## src/sv/assert_macros.svh

```systemverilog
// Assertion helpers included by the top-level RTL file
`ifndef ASSERT_MACROS_SVH
`define ASSERT_MACROS_SVH

// Check a property at every rising clock edge outside reset
`define ASSERT_CLK(label, prop, msg) \
   label: assert property (@(posedge clock) disable iff (reset) (prop)) else $error(msg);

// Check that an expression is never true outside reset
`define ASSERT_NEVER(label, expr, msg) \
   label: assert property (@(posedge clock) disable iff (reset) !(expr)) else $error(msg);

`endif

```

## src/sv/btk_pkg.sv

```systemverilog
package btk_pkg;

   localparam int VALUE_W      = 64;
   localparam int KIND_W       = 2;
   localparam int CFG_W        = 5;
   localparam int OCC_W        = 5;
   localparam int CAPACITY_DEF = 16;

   localparam logic [CFG_W-1:0] MAX_ENTRIES_RESET = 5'd16;

   localparam logic [KIND_W-1:0] KIND_INSERT = 2'd0;
   localparam logic [KIND_W-1:0] KIND_DUMP   = 2'd1;
   localparam logic [KIND_W-1:0] KIND_CLEAR  = 2'd2;
   localparam logic [KIND_W-1:0] KIND_NOP    = 2'd3;

   // What every cell of the chain does
   typedef enum logic [1:0] {
      CELL_HOLD   = 2'd0,
      CELL_INSERT = 2'd1,
      CELL_EVICT  = 2'd2,
      CELL_ROTATE = 2'd3
   } cell_op_type;

   typedef struct packed {
      cell_op_type        op;
      logic [VALUE_W-1:0] value;
   } cell_cmd_type;

endpackage

```

## src/sv/btk_cell.sv

```systemverilog
module btk_cell (
   input  logic                         clock,
   input  btk_pkg::cell_cmd_type        cmd,
   input  logic                         occupied,
   input  logic [btk_pkg::VALUE_W-1:0]  left_value,
   input  logic                         left_ge,
   input  logic [btk_pkg::VALUE_W-1:0]  right_value,
   input  logic                         right_ge,
   output logic [btk_pkg::VALUE_W-1:0]  value,
   output logic                         ge
);

   logic [btk_pkg::VALUE_W-1:0] value_ff;
   logic [btk_pkg::VALUE_W-1:0] value_in;

   // An empty slot, or a stored value not above the new one, lies at or past the insert point
   assign ge    = !occupied || ($signed(value_ff) <= $signed(cmd.value));
   assign value = value_ff;

   always_comb begin
      value_in = value_ff;
      unique case (cmd.op)
         btk_pkg::CELL_HOLD: begin
            value_in = value_ff;
         end
         btk_pkg::CELL_INSERT: begin
            // shift down behind the insert point, take the new value at it
            if (left_ge) begin
               value_in = left_value;
            end else if (ge) begin
               value_in = cmd.value;
            end
         end
         btk_pkg::CELL_EVICT: begin
            // head drops out: advance up to the slot just before the insert point
            if (!ge) begin
               value_in = right_ge ? cmd.value : right_value;
            end
         end
         btk_pkg::CELL_ROTATE: begin
            value_in = right_value;
         end
         default: begin
            value_in = value_ff;
         end
      endcase
   end

   always_ff @(posedge clock) begin
      value_ff <= value_in;
   end

endmodule

```

## src/sv/bounded_top_k_keeper_top.sv

```systemverilog
// Channel   Direction  Handshake             Payload
// req_      in         req_valid/req_stall   req_kind, req_value
// rsp_      out        rsp_valid/rsp_stall   rsp_entry_value, rsp_entry_valid, rsp_last,
//                                            rsp_accepted, rsp_occupancy
// csr_      in         csr_wr_en             csr_wr_data (max_entries)
//
// Insert, clear and no-op are answered directly from the idle state; every cell compares and shifts in parallel.
// Dump of a non-empty store rotates the chain once around all CAPACITY cells, the head going
// out on each step, and emits the first occupancy values.
// Dump of an empty store answers directly from the idle state.
// A stalled result register holds the chain and blocks new items.
// Reset empties the store and sets max_entries to 16; stored values need no clearing.
`include "assert_macros.svh"

module bounded_top_k_keeper_top #(
   parameter int CAPACITY = btk_pkg::CAPACITY_DEF
) (
   input  logic                               clock,
   input  logic                               reset,
   input  logic                               req_valid,
   output logic                               req_stall,
   input  logic [btk_pkg::KIND_W-1:0]         req_kind,
   input  logic signed [btk_pkg::VALUE_W-1:0] req_value,
   output logic                               rsp_valid,
   input  logic                               rsp_stall,
   output logic signed [btk_pkg::VALUE_W-1:0] rsp_entry_value,
   output logic                               rsp_entry_valid,
   output logic                               rsp_last,
   output logic                               rsp_accepted,
   output logic [btk_pkg::OCC_W-1:0]          rsp_occupancy,
   input  logic                               csr_wr_en,
   input  logic [btk_pkg::CFG_W-1:0]          csr_wr_data
);

   localparam int CW = $clog2(CAPACITY + 1);
   localparam int LW = (CW > btk_pkg::CFG_W) ? CW : btk_pkg::CFG_W;

   typedef enum logic [1:0] {
      ST_IDLE = 2'b01,
      ST_DUMP = 2'b10
   } state_type;

   state_type                     state_ff, state_in;
   logic [CW-1:0]                 count_ff, count_in;
   logic [CW-1:0]                 dump_idx_ff, dump_idx_in;
   logic [btk_pkg::CFG_W-1:0]     max_entries_ff, max_entries_in;

   logic                          rsp_valid_ff, rsp_valid_in;
   logic [btk_pkg::VALUE_W-1:0]   rsp_value_ff, rsp_value_in;
   logic                          rsp_entry_valid_ff, rsp_entry_valid_in;
   logic                          rsp_last_ff, rsp_last_in;
   logic                          rsp_accepted_ff, rsp_accepted_in;
   logic [btk_pkg::OCC_W-1:0]     rsp_occ_ff, rsp_occ_in;

   btk_pkg::cell_cmd_type         cmd;
   logic [btk_pkg::VALUE_W-1:0]   cell_value [CAPACITY];
   logic [CAPACITY-1:0]           cell_ge;
   logic [CAPACITY-1:0]           occupied;

   logic [LW-1:0]                 count_ext, max_ext, limit_ext;
   logic                          full;
   logic                          out_free;
   logic                          req_take;
   logic                          rsp_load;

   logic                          insert_open;
   logic                          insert_full;
   logic [CW-1:0]                 count_inc;

   assign count_ext = LW'(count_ff);
   assign max_ext   = LW'(max_entries_ff);
   assign limit_ext = (max_ext > LW'(CAPACITY)) ? LW'(CAPACITY) : max_ext;
   assign full      = (count_ext >= limit_ext);

   assign out_free  = !rsp_valid_ff || !rsp_stall;
   assign req_stall = (state_ff != ST_IDLE) || !out_free;
   assign req_take  = req_valid && !req_stall;

   assign insert_open = req_take && (req_kind == btk_pkg::KIND_INSERT) && !full;
   assign insert_full = req_take && (req_kind == btk_pkg::KIND_INSERT) && full;
   assign count_inc   = count_ff + 1'b1;

   genvar gi;
   generate
      for (gi = 0; gi < CAPACITY; gi++) begin : g_cell
         logic [btk_pkg::VALUE_W-1:0] left_value;
         logic                        left_ge;
         logic [btk_pkg::VALUE_W-1:0] right_value;
         logic                        right_ge;

         assign occupied[gi] = (count_ff > CW'(gi));

         if (gi == 0) begin : g_head
            assign left_value = cell_value[0];
            assign left_ge    = 1'b0;
         end else begin : g_body
            assign left_value = cell_value[gi-1];
            assign left_ge    = cell_ge[gi-1];
         end

         // tail wraps to the head so that a dump restores the order
         if (gi == CAPACITY - 1) begin : g_tail
            assign right_value = cell_value[0];
            assign right_ge    = 1'b1;
         end else begin : g_mid
            assign right_value = cell_value[gi+1];
            assign right_ge    = cell_ge[gi+1];
         end

         btk_cell u_cell (
            .clock       (clock),
            .cmd         (cmd),
            .occupied    (occupied[gi]),
            .left_value  (left_value),
            .left_ge     (left_ge),
            .right_value (right_value),
            .right_ge    (right_ge),
            .value       (cell_value[gi]),
            .ge          (cell_ge[gi])
         );
      end
   endgenerate

   always_comb begin
      state_in           = state_ff;
      count_in           = count_ff;
      dump_idx_in        = dump_idx_ff;
      max_entries_in     = csr_wr_en ? csr_wr_data : max_entries_ff;
      cmd.op             = btk_pkg::CELL_HOLD;
      cmd.value          = req_value;
      rsp_load           = 1'b0;
      rsp_value_in       = rsp_value_ff;
      rsp_entry_valid_in = rsp_entry_valid_ff;
      rsp_last_in        = rsp_last_ff;
      rsp_accepted_in    = rsp_accepted_ff;
      rsp_occ_in         = rsp_occ_ff;

      unique case (state_ff)
         ST_IDLE: begin
            if (req_take) begin
               rsp_load           = 1'b1;
               rsp_value_in       = '0;
               rsp_entry_valid_in = 1'b0;
               rsp_last_in        = 1'b1;
               rsp_accepted_in    = 1'b0;
               unique case (req_kind)
                  btk_pkg::KIND_INSERT: begin
                     // full store: a value at or above the head is dropped
                     cmd.op          = full ? btk_pkg::CELL_EVICT : btk_pkg::CELL_INSERT;
                     rsp_accepted_in = !(full && cell_ge[0]);
                     if (!full) begin
                        count_in = count_ff + 1'b1;
                     end
                  end
                  btk_pkg::KIND_DUMP: begin
                     if (count_ff != '0) begin
                        rsp_load    = 1'b0;
                        state_in    = ST_DUMP;
                        dump_idx_in = '0;
                     end
                  end
                  btk_pkg::KIND_CLEAR: begin
                     count_in = '0;
                  end
                  btk_pkg::KIND_NOP: begin
                     count_in = count_ff;
                  end
                  default: begin
                     count_in = count_ff;
                  end
               endcase
               rsp_occ_in = btk_pkg::OCC_W'(count_in);
            end
         end
         ST_DUMP: begin
            if (out_free) begin
               cmd.op = btk_pkg::CELL_ROTATE;
               if (dump_idx_ff < count_ff) begin
                  rsp_load           = 1'b1;
                  rsp_value_in       = cell_value[0];
                  rsp_entry_valid_in = 1'b1;
                  rsp_last_in        = (dump_idx_ff == count_ff - 1'b1);
                  rsp_accepted_in    = 1'b0;
                  rsp_occ_in         = btk_pkg::OCC_W'(count_ff);
               end
               dump_idx_in = dump_idx_ff + 1'b1;
               if (dump_idx_ff == CW'(CAPACITY - 1)) begin
                  state_in = ST_IDLE;
               end
            end
         end
         default: begin
            state_in = ST_IDLE;
         end
      endcase

      rsp_valid_in = rsp_load || (rsp_valid_ff && rsp_stall);
   end

   always_ff @(posedge clock) begin
      if (reset) begin
         state_ff       <= ST_IDLE;
         count_ff       <= '0;
         dump_idx_ff    <= '0;
         max_entries_ff <= btk_pkg::MAX_ENTRIES_RESET;
         rsp_valid_ff   <= 1'b0;
      end else begin
         state_ff       <= state_in;
         count_ff       <= count_in;
         dump_idx_ff    <= dump_idx_in;
         max_entries_ff <= max_entries_in;
         rsp_valid_ff   <= rsp_valid_in;
      end
   end

   always_ff @(posedge clock) begin
      if (rsp_load) begin
         rsp_value_ff       <= rsp_value_in;
         rsp_entry_valid_ff <= rsp_entry_valid_in;
         rsp_last_ff        <= rsp_last_in;
         rsp_accepted_ff    <= rsp_accepted_in;
         rsp_occ_ff         <= rsp_occ_in;
      end
   end

   assign rsp_valid       = rsp_valid_ff;
   assign rsp_entry_value = rsp_value_ff;
   assign rsp_entry_valid = rsp_entry_valid_ff;
   assign rsp_last        = rsp_last_ff;
   assign rsp_accepted    = rsp_accepted_ff;
   assign rsp_occupancy   = rsp_occ_ff;

   `ASSERT_CLK(a_count_bound, count_ff <= CW'(CAPACITY), "occupancy above capacity")
   `ASSERT_CLK(a_insert_grows, insert_open |=> count_ff == $past(count_inc), "no growth")
   `ASSERT_CLK(a_full_keeps, insert_full |=> $stable(count_ff), "full store changed")
   `ASSERT_NEVER(a_empty_dump, rsp_valid && rsp_entry_valid && rsp_occ_ff == '0, "empty dump")

endmodule
```

## config.mk

```make
export PLATFORM = sky130hd
export DESIGN_NAME = bounded_top_k_keeper_top
export DESIGN_NICKNAME = d
export VERILOG_FILES = /design/src/sv/btk_pkg.sv /design/src/sv/btk_cell.sv /design/src/sv/bounded_top_k_keeper_top.sv
export VERILOG_INCLUDE_DIRS = /design/src /design/src/sv
export SDC_FILE = /design/constraint.sdc
export NUM_CORES = 2
export LEC_CHECK = 0
export BUFFER_PORTS_ARGS = -buffer_cell sky130_fd_sc_hd__buf_4
export CORE_ASPECT_RATIO = 2
export CORE_MARGIN = 4
export CORE_UTILIZATION = 50
export CTS_CLUSTER_SIZE = 12
export DETAILED_ROUTE_END_ITERATION = 12
export PLACE_DENSITY_LB_ADDON = 0.3
export SETUP_SLACK_MARGIN = 0.4
export SYNTH_ARGS = -nofsm -noshare
export SYNTH_HDL_FRONTEND = slang
export SYNTH_SLANG_ARGS = --single-unit
export TNS_END_PERCENT = 50
```

## constraint.sdc

```tcl
create_clock -name clock -period 26.2 [get_ports clock]
set_input_delay 0 -clock clock [delete_from_list [all_inputs] [get_ports clock]]
set_output_delay 0 -clock clock [all_outputs]
set_load 0.01 [all_outputs]
```

Yosys cells after proc, flatten, opt, wreduce, memory -nomap -nowiden. Cells that the tools add are included.

Order comparisons: 35. Reduce and logical (&&, ||, !) cells: 53. Bitwise gates (word level): 1. Multiplexer cells: 94. $add $sub $neg: 3. Eq/ne operators: 18.

Operator list (count): $pmux 64 s3 (16); $mux 64 (35); $le 64x64->1 (16); $pmux 64 s2 (1); $mux 5 (9); $gt 5x4->1 const B (8); $pmux 5 s2 (3); $logic_not 1->1 (21); $gt 5x3->1 const B (4); $logic_or 1x1->1 (19); $mux 2 (9); $mux 1 (15); $reduce_and 5->1 (3); $ne 2x2->1 const B (6); $add 5x1->5 const B (2); $gt 5x1->1 const B (2); $gt 5x2->1 const B (2); $eq 2x2->1 const B (4); $pmux 1 s2 (4); $pmux 2 s2 (2); $eq 2x1->1 const B (3); $ne 2x1->1 const B (3); $reduce_and 2->1 (3); $eq 5x4->1 const B (1); other kinds (10) (13).

Input port bits: 76. Flip-flop bits (word level): 1114. Logic and storage cells: 230.

Logic depth before layout (Yosys ltp).
Word-level depth: 11. Mapped depth: 16. Gate-level depth less buffers: 12.

By module. A second synthesis with hierarchy kept.

Cells, all modules: 9685. Area total of the unflattened synthesis: 85046.6 sq um.

Modules (own cells, without submodules): btk_cell at g_cell[0].u_cell ... (cells an instance 583, times used 15, area an instance 5048.6 sq um); btk_cell at g_cell[9].u_cell (cells an instance 575, times used 1, area an instance 5018.6 sq um); bounded_top_k_keeper_top (cells an instance 365, times used 1, area an instance 4299.1 sq um).

Least setup slack after synthesis. No wires, ideal clock.

Path kind: register to register. From: register state_ff[1]. To: register g_cell[10].u_cell.value_ff, in the netlist g_cell[10].u_cell.value[0], enable pin. Period minus slack after synthesis: 19.908 ns. Data required time: 24.961 ns. Library setup time: 1.239 ns. Setup slack: 6.292 ns. Cell stages (with the launch flop): 8. Data arrival time: 18.669 ns. Buffers on the path: 1. Cell sequence: dfxtp_1 -> inv_1 -> ha_1 -> clkbuf_1 -> nand3_1 -> or3_1 -> a21o_1 -> inv_1.

Longest elaborated chain between the ends: 7. Elaborated cells on any way between the ends: 9.

Ends and longest elaborated chain: from (decl) (line bounded_top_k_keeper_top.sv:43) `state_type state_ff, state_in;`; from (signal assigned) (line bounded_top_k_keeper_top.sv:208) `state_ff <= state_in;`; $ne 2x1->1 (line bounded_top_k_keeper_top.sv:76) `assign req_stall = (state_ff != ST_IDLE) || !out_free;`; $logic_or 1x1->1 (line bounded_top_k_keeper_top.sv:76); $logic_not 1->1 (line bounded_top_k_keeper_top.sv:77) `assign req_take = req_valid && !req_stall;`; $logic_and 1x1->1 (line bounded_top_k_keeper_top.sv:77); $mux 2 (line bounded_top_k_keeper_top.sv:140) `if (req_take) begin`; $pmux 2 s2 * (line bounded_top_k_keeper_top.sv:138) `unique case (state_ff)`; $logic_not 2->1 * (line btk_cell.sv:22) `unique case (cmd.op)`; to (signal assigned) (line btk_cell.sv:50) `value_ff <= value_in;`; to (decl) (line btk_cell.sv:13) `logic [btk_pkg::VALUE_W-1:0] value_ff;`.

Every way passes the cells marked *; elsewhere a longest branch is shown, timed or not. A chain may end at the register's enable or synchronous reset.

Worst setup path after layout.
From: input port req_value[59] (netlist name). To: register g_cell[1].u_cell.value_ff, in the netlist g_cell[1].u_cell.value[43] (data pin).

Longest elaborated chain between the ends: 5. Elaborated cells on any way between the ends: 11.

Ends and longest elaborated chain: from (decl) (line bounded_top_k_keeper_top.sv:23) `input logic signed [btk_pkg::VALUE_W-1:0] req_value,`; $le 64x64->1 (line btk_cell.sv:17) `assign ge = !occupied || ($signed(value_ff) <= $signed(cmd.value));`; $logic_or 1x1->1 (line btk_cell.sv:17); $mux 64, on equally long branches; $mux 64 (line btk_cell.sv:36) `if (!ge) begin`; $pmux 64 s3 * (line btk_cell.sv:22); named net g_cell[1].u_cell.value_in, one bit (line btk_cell.sv:14) `logic [btk_pkg::VALUE_W-1:0] value_in;`; to (signal assigned) (line btk_cell.sv:50); to (decl) (line btk_cell.sv:13).

The timed path passes the listed nets; every way through them passes the cells marked *.

==> flow_metrics.tcl <==
set metrics [dict create \
    status "finished with violations" \
    violations "max-capacitance violations, max-slew violations" \
    arrival_ns 9.40 \
    crit_path_max_fanout 35 \
    htree_levels 3 \
    total_power_w 0.00675 \
    path_cells "dlygate4sd3_1 > buf_4 > inv_1 > ha_1 > nand4_1 > nor2_1 > nand3_1 > or4_1 > a2111oi_0 > nor4b_1 > xnor2_1 > nor2_4 > buf_4 > buf_4 > mux2i_1 > o221ai_1" \
    vdd_drop_max_mv 0.0623 \
    powerDensity_nw_per_um2 65.8 \
    cp_common_cell "buf_4" \
    post_drt_wl_per_cell_um 35.6 \
    ys_ff_latch 1114 \
    rsz0062_at_grt "no" \
    cts_tree "done" \
    ys_top_cells_by_area "edfxtp_1 35%, ha_1 14%, mux2i_1 7.0%" \
    netlist_area_um2 94900 \
    cts_sinks 1114 \
    cpPeakStageDelay_ns 1.16 \
    pre_cts_slack_ns 18.54 \
    grt_pass1_vias 89500 \
    layout_setup_ws_ns 17.30 \
    area_growth_pct 8.05 \
    first_iter_violations 12600 \
    placementRows 226 \
    ys_seq_area_share_pct 35.1 \
    crit_buf_inv 5 \
    die_h_um 624 \
    initial_core_util_pct 50.2 \
    grt_pass1_wl_mm 624 \
    synth-edff-count 1096 \
    final-max-slew-violation-count 3 \
    grt_antenna_before_repair 35 \
    final_nets 10800 \
    start_kind "primary input" \
    synth_top_flop_cell "edfxtp_1" \
    dr.pass1.iters 10 \
    via_per_inst 7.49 \
    slowest_stage "or4_1" \
    clock_skew_ns 0.0499 \
    port-buffer-count 149 \
    period_share_pct 34.0 \
    cts.clk_slew.worst_paths_ns 0.07 \
    synthCells 9907 \
    relSlewSlack_pct -1.40 \
    detail-route-antenna-nets 0 \
    critPathKind "primary input to flip-flop" \
    n_fill_cell 16800 \
    fin_setup_tns_ns 0 \
    core_um2 189000 \
    synth_warnings 0 \
    final_area_um2 103000 \
    gp_routability_congestion 1.05 \
    fp.dieW_um 316 \
    yosysTopAreaCell "edfxtp_1" \
    dieArea_um2 197000 \
    period_needed_ns 8.90 \
    postSynth.asyncResetShare_pct 0 \
    max_freq_ghz 0.112 \
    synth_fp_nets 11000 \
    yosysUniqueCellTypes 85 \
    tightest_slew_ns 1.52 \
    cts_buffer_depth 3 \
    synth_top_area_share_pct 34.7 \
    required_ns 26.70 \
    grt_max_degree 238 \
    place_area_um2 98100 \
    grt_usage_pct 43.0 \
    wirelength_mm 438 \
    holdCritPathClass "primary input to flip-flop" \
    cts_root_buf "clkbuf_16" \
    syn_avg_cell_area_um2 9.58 \
    drv_cap 1 \
    finalSetupViolCount 0 \
    drc 0 \
    hold_viol 0 \
    leakagePower_nw 37.9 \
    end_kind "flip-flop" \
    drive_gt1_share_pct 8.27 \
    hpwlAfterDp_mm 291 \
    path_delay_family "simple AND/OR/NAND/NOR gates" \
    vias 92000 \
    numCtsBuffers 112 \
    grt_overflow 0 \
    clk_latency_ns 0.82 \
    pin_count 150 \
]
cell type report:
type                    instances  area, µm²  share of cell area [%]
flip-flops and latches       1114      33300                    32.4
well taps                    2508       3140                    3.06
clock buffers                 151       3020                    2.95
clock inverters                36        370                   0.361
multi-input cells            7851      58400                    56.9
repair buffers                439       3690                    3.60
diodes                         29       72.6                  0.0708
inverters                     155        589                   0.575
sequential cells by signal, summed over array words and instances (netlist names):
register,count
g_cell.u_cell.value,1024
rsp_entry_valid,1
rsp_last,1
max_entries_ff,5
rsp_entry_value,64
dump_idx_ff,5
rsp_occupancy,5
state_ff,2
count_ext,5
rsp_valid,1
rsp_accepted,1
where the power goes:
| part | total [W] | switching, W | internal [W] |
|---|---|---|---|
| registers | 0.00283 | 0.000375 | 0.00246 |
| clock network | 0.00166 | 0.000797 | 0.000860 |
| logic | 0.00226 | 0.00147 | 0.000784 |
worst register-to-register path: cells and delay by family (launching register included):
family	cells	cell delay, ns
flip-flops	1	0.49
buffers and inverters	2	1.54
AND/OR/NAND/NOR	6	4.08
AO/OA/AOI/OAI	2	1.28
XOR/XNOR	1	0.21
adder cells (fa/ha/maj)	1	0.35
multiplexers	1	0.57
Yosys cell counts, types with 37 or more instances:
master / count
ha_1: 1043
a211oi_1: 68
edfxtp_1: 1096
a221o_1: 139
nor2_1: 463
nor4_1: 37
a21oi_1: 921
buf_2: 114
and2_1: 132
nand3_1: 124
o211ai_1: 309
inv_1: 154
a22oi_1: 342
clkbuf_1: 627
o221ai_1: 452
o21ai_1: 150
o21ai_0: 469
and3_1: 68
mux2_2: 178
mux2i_1: 660
nor3_1: 107
a222oi_1: 61
a31o_2: 67
nand2_1: 1028
nand3b_1: 63
a2bb2oi_1: 92
nand4_1: 204
a21o_1: 160
a211o_1: 136
mux2_1: 117
final timing paths:
kind                            cells past startpoint                       start  slack [ns]                         end
worst min register to register                      2                 state_ff[0]        0.53                 state_ff[0]
worst max-delay path                               16               req_value[59]       17.30  g_cell[1].u_cell.value[43]
worst max register to register                     13  g_cell[0].u_cell.value[57]       17.39  g_cell[1].u_cell.value[43]
worst min-delay path                                3                   csr_wr_en        0.06           max_entries_ff[4]
placed cells by master, fill, tap and decap left out, types with 18 or more instances in the layout:
master         count
edfxtp_1        1096
ha_1            1042
nand2_1         1025
a21oi_1          917
mux2i_1          654
o21ai_0          463
nor2_1           455
o221ai_1         451
a22oi_1          342
buf_4            333
o211ai_1         309
nand4_1          204
mux2_2           173
a21o_1           159
o21ai_1          156
inv_1            153
a221o_1          139
a211o_1          136
and2_1           131
nand3_1          124
mux2_1           117
clkbuf_16        114
nor3_1           104
a2bb2oi_1         92
dlygate4sd3_1     92
and3_1            68
a31o_2            67
a211oi_1          65
nand3b_1          63
a222oi_1          61
a221oi_1          34
clkbuf_1          34
diode_2           29
and4_1            27
nor4_1            25
nor2b_1           23
dfxtp_1           18
kinds of logic after synthesis:
family	Yosys count	synth area share, %
compound gates	3490	25.2
xor+xnor	11	0.102
fa+ha+maj	1043	13.7
buf+inv	942	3.95
flops	1114	35.1
mux	955	10.5
simple gates	2352	11.5
layer usage:
layer,routed length (µm),vias up,GRT usage (%)
li1,-,38800,-
met1,137000,44400,44.5
met2,199000,6564,68.3
met3,42800,2216,10.0
met4,59500,6,46.2
met5,34,-,0
metrics by stage:
stage	std cells	hold slack (ns)	utilization (%)
floorplan	9907	0.130	-
global placement	12000	0.243	51.8
detailed placement	12000	0.245	51.8
CTS	12200	0.0191	54.1
global route	12300	0.0851	54.2
finish	12300	0.0550	54.2
timing repair:
item | in CTS | in global routing
gates resized for setup | 0 | 0
setup buffers | 0 | 0
endpoints found under the hold margin | 907 | 0
hold buffers | 92 | 0
Note: power is estimated with default switching activity, not from simulation.
